`src/rtl/core/lpim_pkg.sv`:
```
// Shared types and constants for the linear-probe id map.
// No dependencies; imported by every module of the block.
`default_nettype none
package lpim_pkg;
  localparam int SLOTS = 64;
  localparam int IDX_W = $clog2(SLOTS);
  localparam int CNT_W = IDX_W + 1;
  localparam int KEY_W = 16;
  localparam int HANDLE_W = 8;
  localparam int LOAD_LIMIT = SLOTS * 3 / 4;
  localparam int HALF_SLOTS = SLOTS / 2;

  typedef enum logic [1:0] {MARK_EMPTY = 2'd0, MARK_LIVE = 2'd1, MARK_TOMB = 2'd2}
    mark_t;
  typedef enum logic [1:0] {OP_PUT = 2'd0, OP_GET = 2'd1, OP_DEL = 2'd2, OP_NOP = 2'd3}
    op_t;
  typedef enum logic [1:0] {STAT_OK = 2'd0, STAT_MISS = 2'd1, STAT_FULL = 2'd2}
    status_t;
  typedef enum logic [2:0] {
    ST_IDLE, ST_RD, ST_CHK, ST_RB_RD, ST_RB_CHK, ST_RB_PLACE
  } state_t;

  typedef struct packed {
    op_t                 op;
    logic [KEY_W-1:0]    key;
    logic [HANDLE_W-1:0] handle;
  } cmd_t;

  typedef struct packed {
    logic valid;
    cmd_t cmd;
  } cmd_bus_t;

  typedef struct packed {
    mark_t               mark;
    logic [KEY_W-1:0]    key;
    logic [HANDLE_W-1:0] handle;
  } entry_t;

  typedef struct packed {
    status_t             status;
    logic [HANDLE_W-1:0] handle;
  } result_t;
endpackage
`default_nettype wire

```
`src/rtl/core/lpim_front.sv`:
```
// Front end: decodes the op kind and queues commands, two deep.
// Depends on lpim_pkg.
`default_nettype none
module lpim_front (
  input  wire logic                             clk,
  input  wire logic                             rst,
  input  wire logic                             push,
  output logic                                  full,
  input  wire logic [1:0]                       kind,
  input  wire logic [lpim_pkg::KEY_W-1:0]       stream_id,
  input  wire logic [lpim_pkg::HANDLE_W-1:0]    handle,
  output lpim_pkg::cmd_bus_t                    cmd_bus,
  input  wire logic                             cmd_pop
);
  import lpim_pkg::*;

  cmd_t       q [2];
  logic       wr_ptr, rd_ptr;
  logic [1:0] count;
  logic       do_push, do_pop;
  cmd_t       cmd_in;

  always_comb begin
    case (kind)
      2'd0: cmd_in.op = OP_PUT;
      2'd1: cmd_in.op = OP_GET;
      2'd2: cmd_in.op = OP_DEL;
      default: cmd_in.op = OP_NOP;
    endcase
    cmd_in.key = stream_id;
    cmd_in.handle = handle;
  end

  assign full = (count == 2'd2);
  assign do_push = push && !full;
  assign do_pop = cmd_pop && (count != 2'd0);
  assign cmd_bus.valid = (count != 2'd0);
  assign cmd_bus.cmd = q[rd_ptr];

  always_ff @(posedge clk) begin
    if (do_push) q[wr_ptr] <= cmd_in;
  end

  always_ff @(posedge clk) begin
    if (rst) begin
      wr_ptr <= 1'b0;
      rd_ptr <= 1'b0;
      count <= 2'd0;
    end else begin
      if (do_push) wr_ptr <= ~wr_ptr;
      if (do_pop) rd_ptr <= ~rd_ptr;
      count <= count + {1'b0, do_push} - {1'b0, do_pop};
    end
  end
endmodule
`default_nettype wire

```
`src/rtl/core/lpim_back.sv`:
```
// Back end: probe sequencer over a two-bank slot memory, rebuild sweep, result queue.
// Depends on lpim_pkg.
`default_nettype none
module lpim_back (
  input  wire logic                          clk,
  input  wire logic                          rst,
  input  wire lpim_pkg::cmd_bus_t            cmd_bus,
  output logic                               cmd_pop,
  output logic                               empty,
  input  wire logic                          pop,
  output logic [1:0]                         status,
  output logic [lpim_pkg::HANDLE_W-1:0]      found_handle
);
  import lpim_pkg::*;

  // slot memory: bank in the top address bit; per-entry valid flops stand in for reset
  entry_t     mem [2*SLOTS];
  logic       vld [2][SLOTS];
  entry_t     rdata;
  logic       rvld;

  state_t              state, state_next;
  cmd_t                cur, cur_next;
  logic                bank, bank_next;
  logic [IDX_W-1:0]    idx, idx_next;
  logic [IDX_W-1:0]    n, n_next;
  logic [IDX_W-1:0]    scan, scan_next;
  logic [CNT_W-1:0]    live, live_next;
  logic [CNT_W-1:0]    tomb, tomb_next;

  logic                rd_en;
  logic [IDX_W:0]      raddr;
  logic                we;
  logic [IDX_W:0]      waddr;
  entry_t              wdata;
  logic                clr_bank;
  logic                res_push;
  result_t             res_in;

  result_t    rq [2];
  logic       rq_wr, rq_rd;
  logic [1:0] rq_cnt;
  logic       res_pop;

  mark_t               cur_mark;
  logic [CNT_W:0]      load_sum;

  assign cur_mark = rvld ? rdata.mark : MARK_EMPTY;
  assign load_sum = {1'b0, live} + {1'b0, tomb} + {{CNT_W{1'b0}}, 1'b1};

  always_comb begin
    state_next = state;
    cur_next = cur;
    bank_next = bank;
    idx_next = idx;
    n_next = n;
    scan_next = scan;
    live_next = live;
    tomb_next = tomb;
    cmd_pop = 1'b0;
    rd_en = 1'b0;
    raddr = {bank, idx};
    we = 1'b0;
    waddr = {bank, idx};
    wdata = '{mark: MARK_LIVE, key: cur.key, handle: cur.handle};
    clr_bank = 1'b0;
    res_push = 1'b0;
    res_in = '{status: STAT_MISS, handle: '0};
    case (state)
      ST_IDLE: begin
        if (cmd_bus.valid && rq_cnt != 2'd2) begin
          cmd_pop = 1'b1;
          cur_next = cmd_bus.cmd;
          idx_next = cmd_bus.cmd.key[IDX_W-1:0];
          n_next = '0;
          scan_next = '0;
          case (cmd_bus.cmd.op)
            OP_PUT: begin
              if (load_sum >= (CNT_W+1)'(LOAD_LIMIT)) begin
                if (live < CNT_W'(HALF_SLOTS)) begin
                  clr_bank = 1'b1;
                  state_next = ST_RB_RD;
                end else begin
                  res_push = 1'b1;
                  res_in.status = STAT_FULL;
                end
              end else begin
                state_next = ST_RD;
              end
            end
            OP_GET, OP_DEL: state_next = ST_RD;
            default: res_push = 1'b1;
          endcase
        end
      end
      ST_RD: begin
        rd_en = 1'b1;
        state_next = ST_CHK;
      end
      ST_CHK: begin
        if (cur.op == OP_PUT) begin
          if (cur_mark != MARK_LIVE) begin
            we = 1'b1;
            if (cur_mark == MARK_TOMB && tomb != '0) tomb_next = tomb - 1'b1;
            live_next = live + 1'b1;
            res_push = 1'b1;
            res_in.status = STAT_OK;
            state_next = ST_IDLE;
          end else if (n == '1) begin
            res_push = 1'b1;
            res_in.status = STAT_FULL;
            state_next = ST_IDLE;
          end else begin
            n_next = n + 1'b1;
            idx_next = idx + 1'b1;
            state_next = ST_RD;
          end
        end else begin
          if (cur_mark == MARK_EMPTY) begin
            res_push = 1'b1;
            state_next = ST_IDLE;
          end else if (cur_mark == MARK_LIVE && rdata.key == cur.key) begin
            res_push = 1'b1;
            res_in.status = STAT_OK;
            if (cur.op == OP_GET) begin
              res_in.handle = rdata.handle;
            end else begin
              we = 1'b1;
              wdata = '{mark: MARK_TOMB, key: rdata.key, handle: rdata.handle};
              if (live != '0) live_next = live - 1'b1;
              tomb_next = tomb + 1'b1;
            end
            state_next = ST_IDLE;
          end else if (n == '1) begin
            res_push = 1'b1;
            state_next = ST_IDLE;
          end else begin
            n_next = n + 1'b1;
            idx_next = idx + 1'b1;
            state_next = ST_RD;
          end
        end
      end
      ST_RB_RD: begin
        rd_en = 1'b1;
        raddr = {bank, scan};
        state_next = ST_RB_CHK;
      end
      ST_RB_CHK: begin
        // live entry: probe the new bank from its home slot
        if (cur_mark == MARK_LIVE) begin
          n_next = rdata.key[IDX_W-1:0];
          state_next = ST_RB_PLACE;
        end else if (scan == '1) begin
          bank_next = ~bank;
          tomb_next = '0;
          n_next = '0;
          state_next = ST_RD;
        end else begin
          scan_next = scan + 1'b1;
          state_next = ST_RB_RD;
        end
      end
      ST_RB_PLACE: begin
        // rdata still holds the entry being moved; new bank has no tombstones
        if (!vld[~bank][n]) begin
          we = 1'b1;
          waddr = {~bank, n};
          wdata = rdata;
          if (scan == '1) begin
            bank_next = ~bank;
            tomb_next = '0;
            n_next = '0;
            state_next = ST_RD;
          end else begin
            scan_next = scan + 1'b1;
            state_next = ST_RB_RD;
          end
        end else begin
          n_next = n + 1'b1;
        end
      end
      default: state_next = ST_IDLE;
    endcase
  end

  always_ff @(posedge clk) begin
    if (we) mem[waddr] <= wdata;
    if (rd_en) begin
      rdata <= mem[raddr];
      rvld <= vld[raddr[IDX_W]][raddr[IDX_W-1:0]];
    end
  end

  always_ff @(posedge clk) begin
    if (rst) begin
      for (int b = 0; b < 2; b++) begin
        for (int i = 0; i < SLOTS; i++) vld[b][i] <= 1'b0;
      end
    end else begin
      if (clr_bank) begin
        for (int i = 0; i < SLOTS; i++) vld[~bank][i] <= 1'b0;
      end
      if (we) vld[waddr[IDX_W]][waddr[IDX_W-1:0]] <= 1'b1;
    end
  end

  always_ff @(posedge clk) begin
    cur <= cur_next;
    idx <= idx_next;
    n <= n_next;
    scan <= scan_next;
    if (rst) begin
      state <= ST_IDLE;
      bank <= 1'b0;
      live <= '0;
      tomb <= '0;
    end else begin
      state <= state_next;
      bank <= bank_next;
      live <= live_next;
      tomb <= tomb_next;
    end
  end

  // result queue, two beats deep
  assign empty = (rq_cnt == 2'd0);
  assign res_pop = pop && !empty;
  assign status = rq[rq_rd].status;
  assign found_handle = rq[rq_rd].handle;

  always_ff @(posedge clk) begin
    if (res_push) rq[rq_wr] <= res_in;
  end

  always_ff @(posedge clk) begin
    if (rst) begin
      rq_wr <= 1'b0;
      rq_rd <= 1'b0;
      rq_cnt <= 2'd0;
    end else begin
      if (res_push) rq_wr <= ~rq_wr;
      if (res_pop) rq_rd <= ~rq_rd;
      rq_cnt <= rq_cnt + {1'b0, res_push} - {1'b0, res_pop};
    end
  end
endmodule
`default_nettype wire

```
`src/rtl/core/linear_probe_id_map.sv`:
```
// Top level of the linear-probe id map: front command queue and back probe engine.
// Depends on lpim_pkg, lpim_front, lpim_back.
`default_nettype none
// Open-addressing map from a 16-bit stream id to an 8-bit handle, 64 slots, linear
// probing with tombstones; one result beat per op, in order. Both sides are queues
// (push/full in, empty/pop out), each two beats deep. Ops run one at a time in the
// back engine; each op is dispatched from idle, then each probed slot is a registered
// memory read followed by a check (kind 3 and a refused insert end at dispatch). An
// insert at three-quarters load with under half live triggers a rebuild into the
// other bank: each old slot is read and checked, and each live entry is placed in the
// new bank by stepping on from its home slot to the first free slot.
module linear_probe_id_map (
  input  wire logic                          clk,
  input  wire logic                          rst,
  input  wire logic                          push,
  output logic                               full,
  input  wire logic [1:0]                    kind,
  input  wire logic [lpim_pkg::KEY_W-1:0]    stream_id,
  input  wire logic [lpim_pkg::HANDLE_W-1:0] handle,
  output logic                               empty,
  input  wire logic                          pop,
  output logic [1:0]                         status,
  output logic [lpim_pkg::HANDLE_W-1:0]      found_handle
);
  import lpim_pkg::*;

  cmd_bus_t cmd_bus;
  logic     cmd_pop;

  lpim_front u_front (
    .clk(clk), .rst(rst), .push(push), .full(full), .kind(kind),
    .stream_id(stream_id), .handle(handle), .cmd_bus(cmd_bus), .cmd_pop(cmd_pop)
  );

  lpim_back u_back (
    .clk(clk), .rst(rst), .cmd_bus(cmd_bus), .cmd_pop(cmd_pop), .empty(empty),
    .pop(pop), .status(status), .found_handle(found_handle)
  );
endmodule
`default_nettype wire
```
`config.mk`:
```
export PLATFORM = sky130hd
export DESIGN_NAME = linear_probe_id_map
export DESIGN_NICKNAME = d
export VERILOG_FILES = /design/src/rtl/core/lpim_pkg.sv /design/src/rtl/core/lpim_front.sv /design/src/rtl/core/lpim_back.sv /design/src/rtl/core/linear_probe_id_map.sv
export SDC_FILE = /design/constraint.sdc
export NUM_CORES = 2
export LEC_CHECK = 0
export ABC_CLOCK_PERIOD_IN_PS = 20100
export BUFFER_PORTS_ARGS = -buffer_cell sky130_fd_sc_hd__buf_4
export CORE_UTILIZATION = 40
export DETAILED_ROUTE_END_ITERATION = 8
export SLEW_MARGIN = 0
export SYNTH_ARGS = -nofsm -noshare
export SYNTH_HDL_FRONTEND = slang
export SYNTH_SLANG_ARGS = --single-unit
export TNS_END_PERCENT = 100
```
`constraint.sdc`:
```
create_clock -name clk -period 20.1 [get_ports clk]
set_input_delay 2.01 -clock clk [delete_from_list [all_inputs] [get_ports clk]]
set_output_delay 2.01 -clock clk [all_outputs]
set_load 0.05 [all_outputs]
```
Word-level counts from Yosys, hierarchy flattened
Memory sizes are Yosys's and may differ from the RTL's. A register that Yosys moved wholly into a read port is not among the register bits.
Index checks and enable logic that the tools add are counted.
{ "op_classes": {"muxes": 136, "magnitude_cmp": 6, "n_bitwise": 8, "reduce_logical": 37, "eq_ne": 33, "addsub": 13} }
{ "op_table": {"columns": ["operator", "n"], "rows": [
  ["$mux W64", 4],
  ["$mux W26", 5],
  ["$reduce_or A64 Y1", 2],
  ["$mux W7", 17],
  ["$mux W6", 19],
  ["$mux W1", 53],
  ["$pmux W26 S2", 1],
  ["$mux W3", 8],
  ["$mux W8", 3],
  ["$pmux W6 S4", 1],
  ["$ge A7 B7 Y1 const B", 3],
  ["$not A6 Y7", 3],
  ["$pmux W7 S3", 1],
  ["$add A6 B1 Y6 const B", 3],
  ["$mux W2", 9],
  ["$pmux W3 S6", 1],
  ["$pmux W6 S3", 1],
  ["$eq A16 B16 Y1", 1],
  ["$add A7 B1 Y7 const B", 2],
  ["$reduce_bool A7 Y1", 2],
  ["$sub A7 B1 Y7 const B", 2],
  ["$bmux W1 S6", 2],
  ["$eq A6 B6 Y1 const B", 2],
  ["$ne A3 B3 Y1 const B", 4],
  ["40 further kinds", 84]
]} }
{ "word_totals": {"out_inout_bits": 12, "n_memories": 4, "regBits": 71, "ram_bits": 3528} }
{ "mem_list": {"columns": ["memory", "words", "word_bits", "rd", "rd_clocked_by_memory_dff", "wr", "line_no", "rtl"], "rows": [
  ["u_back.mem", 128, 26, 1, 1, 1, "lpim_back.sv:17", "entry_t mem [2*SLOTS];"],
  ["u_back.vld", 2, 64, 2, 1, 2, "lpim_back.sv:18", "logic vld [2][SLOTS];"],
  ["u_front.q", 2, 26, 1, 1, 1, "lpim_front.sv:17", "cmd_t q [2];"],
  ["u_back.rq", 2, 10, 1, 1, 1, "lpim_back.sv:40", "result_t rq [2];"]
]} }

Depth between registers and ports, before layout
An unclocked memory read counts as a cell.
{ "logic_depth": {"depth_word": 15, "ltp_mapped": 18, "mapped_depth_nobuf": 18} }

Hierarchy
From an unflattened synthesis, not the netlist that was laid out.
{ "hier_totals": {"hier_cells": 7257, "hier_area_um2": 144802.6} }
{ "modules_own_cells": {"columns": ["mod", "instances", "area_per_inst_um2", "cells_each", "seq_area_each_um2"], "rows": [
  ["lpim_back", 1, 142683.1, 7147, 106992.6],
  ["lpim_front", 1, 2119.5, 110, 1661.6]
]} }

Worst setup path before layout
OpenSTA, ideal clock, no wires.
{ "synth_timing": {"path_type": "flip-flop to flip-flop", "from": "register u_back.n[0]", "to": "memory u_back.mem[0][10] in the netlist's numbering, data pin", "synth_period_minus_slack_ns": 8.973, "arrival_time_ns": 7.775, "setup_slack_ns": 11.127, "t_required_ns": 18.903, "setup_time_ns": 1.197, "path_stages_with_launch": 16, "cell_sequence": "edfxtp_1 > buf_6 > buf_6 > nand3_1 > buf_2 > o22a_1 > o2111ai_1 > o221ai_1 > a22oi_2 > or2_1 > buf_4 > buf_2 > o21ai_0 > buf_2 > buf_2 > o21ai_0"} }
{ "synth_rtl": {"columns": ["element", "line_no", "rtl"], "rows": [
  ["start: declaration", "lpim_back.sv:26", "logic [IDX_W-1:0] n, n_next;"],
  ["start signal: assignment", "lpim_back.sv:211", "n <= n_next;"],
  ["end: declaration", "lpim_back.sv:17", null]
]} }

Worst setup path in the final report
{ "layout_timing": {"from": "register u_back.state[0]", "to": "register, netlist name u_back.rdata[15]"} }
{ "layout_via": {"elab_chain_len": 3, "elab_cells_between_ends": 5, "classes_between": "eq/ne: 2; mux: 2; reduce/logical: 1"} }
{ "layout_lines": {"columns": ["element", "line_no", "rtl"], "rows": [
  ["start: declaration", "lpim_back.sv:22", "state_t state, state_next;"],
  ["start signal: assignment", "lpim_back.sv:219", "state <= state_next;"],
  ["$eq A3 B1 Y1 / $eq A3 B2 Y1 (equally long branches)", "lpim_back.sv:69", "case (state)"],
  ["$reduce_or A2 Y1 (no line) *", null, null],
  ["$mux W1 *", "lpim_back.sv:69", null],
  ["via u_back.rd_en", "lpim_back.sv:31", "logic rd_en;"]
]} }
The timed path passes the listed nets; every way through them passes the cells marked *.
A chain may end at the register's enable or synchronous reset.

==> results.env <==
FLOORPLAN.DIE.HEIGHT_UM=602.2
SYNTH-SEQ-CELLS=3628
PLACED_CELLS_INCL_TAPS=11860
FINALPOWER_mW=22.75
SYN-NUM-NETS=7267
FIN_CRIT_PS=8025
GRT_SETUP_UNREPAIRED='false'
DRC_ERRORS=0
NUMCTSBUFFERS=367
VIA_PER_INST=5.966
SYNTH.YOSYS.WARNINGS=0
I_O_PIN_TOTAL=42
POST_LAYOUT_NONFILLER_INSTANCES=12520
CLOCK_TREE.HTREE_LEVEL_COUNT=5
CLOCK_INSERTION_DELAY_WORST_SKEW_PS=930
CRITPATHLAUNCHTYPE='flop'
FIN_SETUP_TNS_PS=0
SHARE_OF_FLIP_FLOPS_WITH_AN_ASYNCHRONOUS_SET_OR_RESET_PCT=0
GR-TOTAL-OVERFLOW=0
DIE_AREA_UM2=362700
N_FILL_CELL=29850
CRITICAL_PATH_CLASS='reg -> reg'
POWER_LEAKAGE_nW=50.59
FINAL_NETS=7510
FINAL_ANTENNA_NET_COUNT=0
TRITONCTS='yes'
SYNTH.LARGEST_AREA_CELL='edfxtp_1'
CTS_HOLD_BUFFERS=0
DRTPASS1ITERATIONS=9
TIMING.HOLD.WORST_PATH_DEPTH=2
STATUS='finished clean'
CTS.SINK_COUNT=3628
SETUP_VIOL_COUNT_FINAL=0
REG2REG_SLACK_PS=12070
FINALHOLDVIOLATIONS=0
CTS_RESIZED=0
LAYOUT-DRIVE-GT1-SHARE_PCT=25.61
DP.FINAL_HPWL_UM=216700
TOP_FF_CELL_SYNTH='edfxtp_1'
WORST_SLEW_MARGIN_REL_PCT=5.448
SYNTHTOLAYOUTAREAGROWTH_PCT=13.09
SYNTH_COMMON_CELLS='edfxtp_1, mux4_2, nand2_1'
WORST_ENDPOINT_REQUIRED_TIME_PS=20710
DRV_SLEW=0
SYNTH.YOSYS.SEQ_AREA_SHARE_PCT=75.40
DESIGN.CORE.AREA_UM2=358700
YOSYSMOSTFREQUENTCELL='edfxtp_1'
LARGEST_NET_DEGREE_AT_THE_START_OF_GLOBAL_ROUTING=119
GATE_COUNT_POST_SYNTH=7209
SLEW_OF_THE_PIN_WITH_THE_LOWEST_SLEW_MARGIN_PS=1418
CTS_ROOT_BUF='clkbuf_16'
FP.DIEW_UM=602.2
FLOORPLAN.ROWS=220
DRT_WL_TOTAL_UM=393800
ROUTED-VIA-COUNT=74680
SYNTH_TOP_AREA_SHARE_PCT=75.00
GPL.FINAL_WEIGHTED_CONGESTION=0.8249
VIAS_IN_THE_FIRST_GLOBAL_ROUTE=75510
AVGSYNTHCELLAREA_UM2=19.99
PLACE.PORT_BUFFERS=41
P_PER_AREA_nW_PER_UM2=139.6
FINALCLOCKSKEW_PS=50.73
GRT_FIRST_PASS_WIRELENGTH_UM=559800
CP_MAX_FO=44
CP-END-KIND='flop'
R2R_WORST_PATH_DEPTH=14
INITIAL_UTILIZATION_PCT=40.18
CTS_POST_SETUP_BUFFERS_INSERTED=0
SYNTHESIS.AREA_UM2=144100
MAXCAPVIOLATIONS=0
CLKTRANSATPATHREGS_PS=60
SYNTH.LIB_CELLS_USED.DISTINCT=79
DATA_ARRIVAL_AT_THE_ENDPOINT_OF_THE_CRITICAL_PATH_PS=8630
GRT_ANTENNA_BEFORE_REPAIR=11
MAX_CLOCK_FREQ_GHz=0.1246
PERIOD_SHARE_PCT=39.93
HOLD_WORST_SLACK_PS=516.7
MAX-CLOCK-PATH-BUFFERS=4
SYNTH_EDF_COUNT=3599
VDD.IR_DROP.WORST_V=0.0001088
WORSTHOLDPATHTYPE='reg -> reg'
GROUTE.USAGE.OVERALL_PCT=21.38
NUMBER_OF_DESIGN_RULE_VIOLATIONS_LEFT_BY_THE_FIRST_DETAILED_ROUTER_ITERATION=8983
YOSYS-TOP-CELLS-AREA='edfxtp_1, mux4_2, a211oi_1'
ROUTEDWLPERCELL_UM=31.46
[where the power goes]
group	switching, mW	internal [mW]
combinational	4.43	2.28
sequential	0.154	9.30
clock	2.84	3.74
[cells in the final DEF (no fill, tap or decap), types with 27 or more instances in the layout]
cell type and instances:
a211oi_1 314, a21oi_1 91, a311oi_1 104, a31oi_1 104
and2_1 217, buf_4 337, clkbuf_1 70, clkbuf_16 374
clkinv_1 85, clkinv_2 64, dfxtp_1 27, edfxtp_1 3599
inv_1 48, mux2_2 43, mux2i_1 54, mux4_2 886
nand2_1 474, nand3_1 37, nor2_1 182, nor2_2 86
nor3_2 42, nor4_1 30, o21ai_0 52, o31ai_1 28
xnor2_1 33
[path summary, 6_finish.rpt]
check / end / startpoint
worst min-delay path: flop / u_back.rq_rd$_SDFFE_PP0P_
worst max-delay path: u_back.rdata[15]$_DFFE_PP_ / u_back.state[0]$_SDFFE_PP0P_
worst min register to register: flop / u_back.rq_rd$_SDFFE_PP0P_
worst max register to register: u_back.rdata[15]$_DFFE_PP_ / u_back.state[0]$_SDFFE_PP0P_
[sequential cells by signal, indices dropped and copies added (netlist names), 2 cells and up, named ones only]
signal         flops
u_back.mem      3328
u_back.vld       128
u_front.q         52
u_back.cur        26
u_back.rdata      26
u_back.rq         20
u_back.live        7
u_back.tomb        7
u_back.idx         6
u_back.n           6
u_back.scan        6
u_back.state       3
u_back.rq_cnt      2
u_front.count      2
[layer usage]
layer	wire, µm	share of wire (%)	track usage [%]	vias to the layer above
li1	-	-	-	30280
met1	158100	40	29.56	40160
met2	186000	47	33.96	3649
met3	35700	9.1	4.241	594
met4	14030	3.6	7.238	2
met5	11	0.0028	0	-
[through the flow]
step / worst slack, ps / util, % / cell area (µm²)
after floorplan: 11130 / - / 144100
final: 12070 / 45.44 / 163000
after detailed placement: 12120 / 42.25 / 151500
after global routing: 11610 / 45.43 / 163000
after CTS: 12060 / 45.43 / 163000
after global placement: 12120 / 42.25 / 151500
[kinds of logic (layout without fill, tap and decap cells)]
logic type	Yosys count	count (layout)	synth area share (%)
adders and majority gates	28	28	0.2587
DFF	3628	3628	75.40
and+or+nand+nor	1177	1177	3.767
xor gates and xnor gates	45	45	0.2839
buffers and inverters	520	1051	1.599
muxes	994	994	14.66
other	0	5	0
AOI/OAI and AO/OA	817	817	4.026
[cell type report]
| type | count | area, µm² | share of cell area, % |
|---|---|---|---|
| clock buffer | 449 | 9691 | 5.946 |
| tap | 4773 | 5972 | 3.664 |
| multi-input combinational | 3061 | 34040 | 20.89 |
| antenna | 5 | 12.51 | 0.007677 |
| clock inverter | 208 | 1720 | 1.056 |
| sequential | 3628 | 108700 | 66.67 |
| inverter | 49 | 183.9 | 0.1129 |
| timing repair buffer | 345 | 2690 | 1.651 |
[worst max-delay path: stages (launching register included)]
cell      delay [ps]
dfxtp_1          500
nor2b_4          200
buf_4            480
nand2_1          590
mux2i_4          290
buf_4            740
buf_4            770
buf_4            720
buf_4            790
mux4_2           580
and2_1           160
a211oi_1         370
a31oi_1          150
a211oi_1        1060
nor4_1           120
Power figures use the tool's default switching activity.
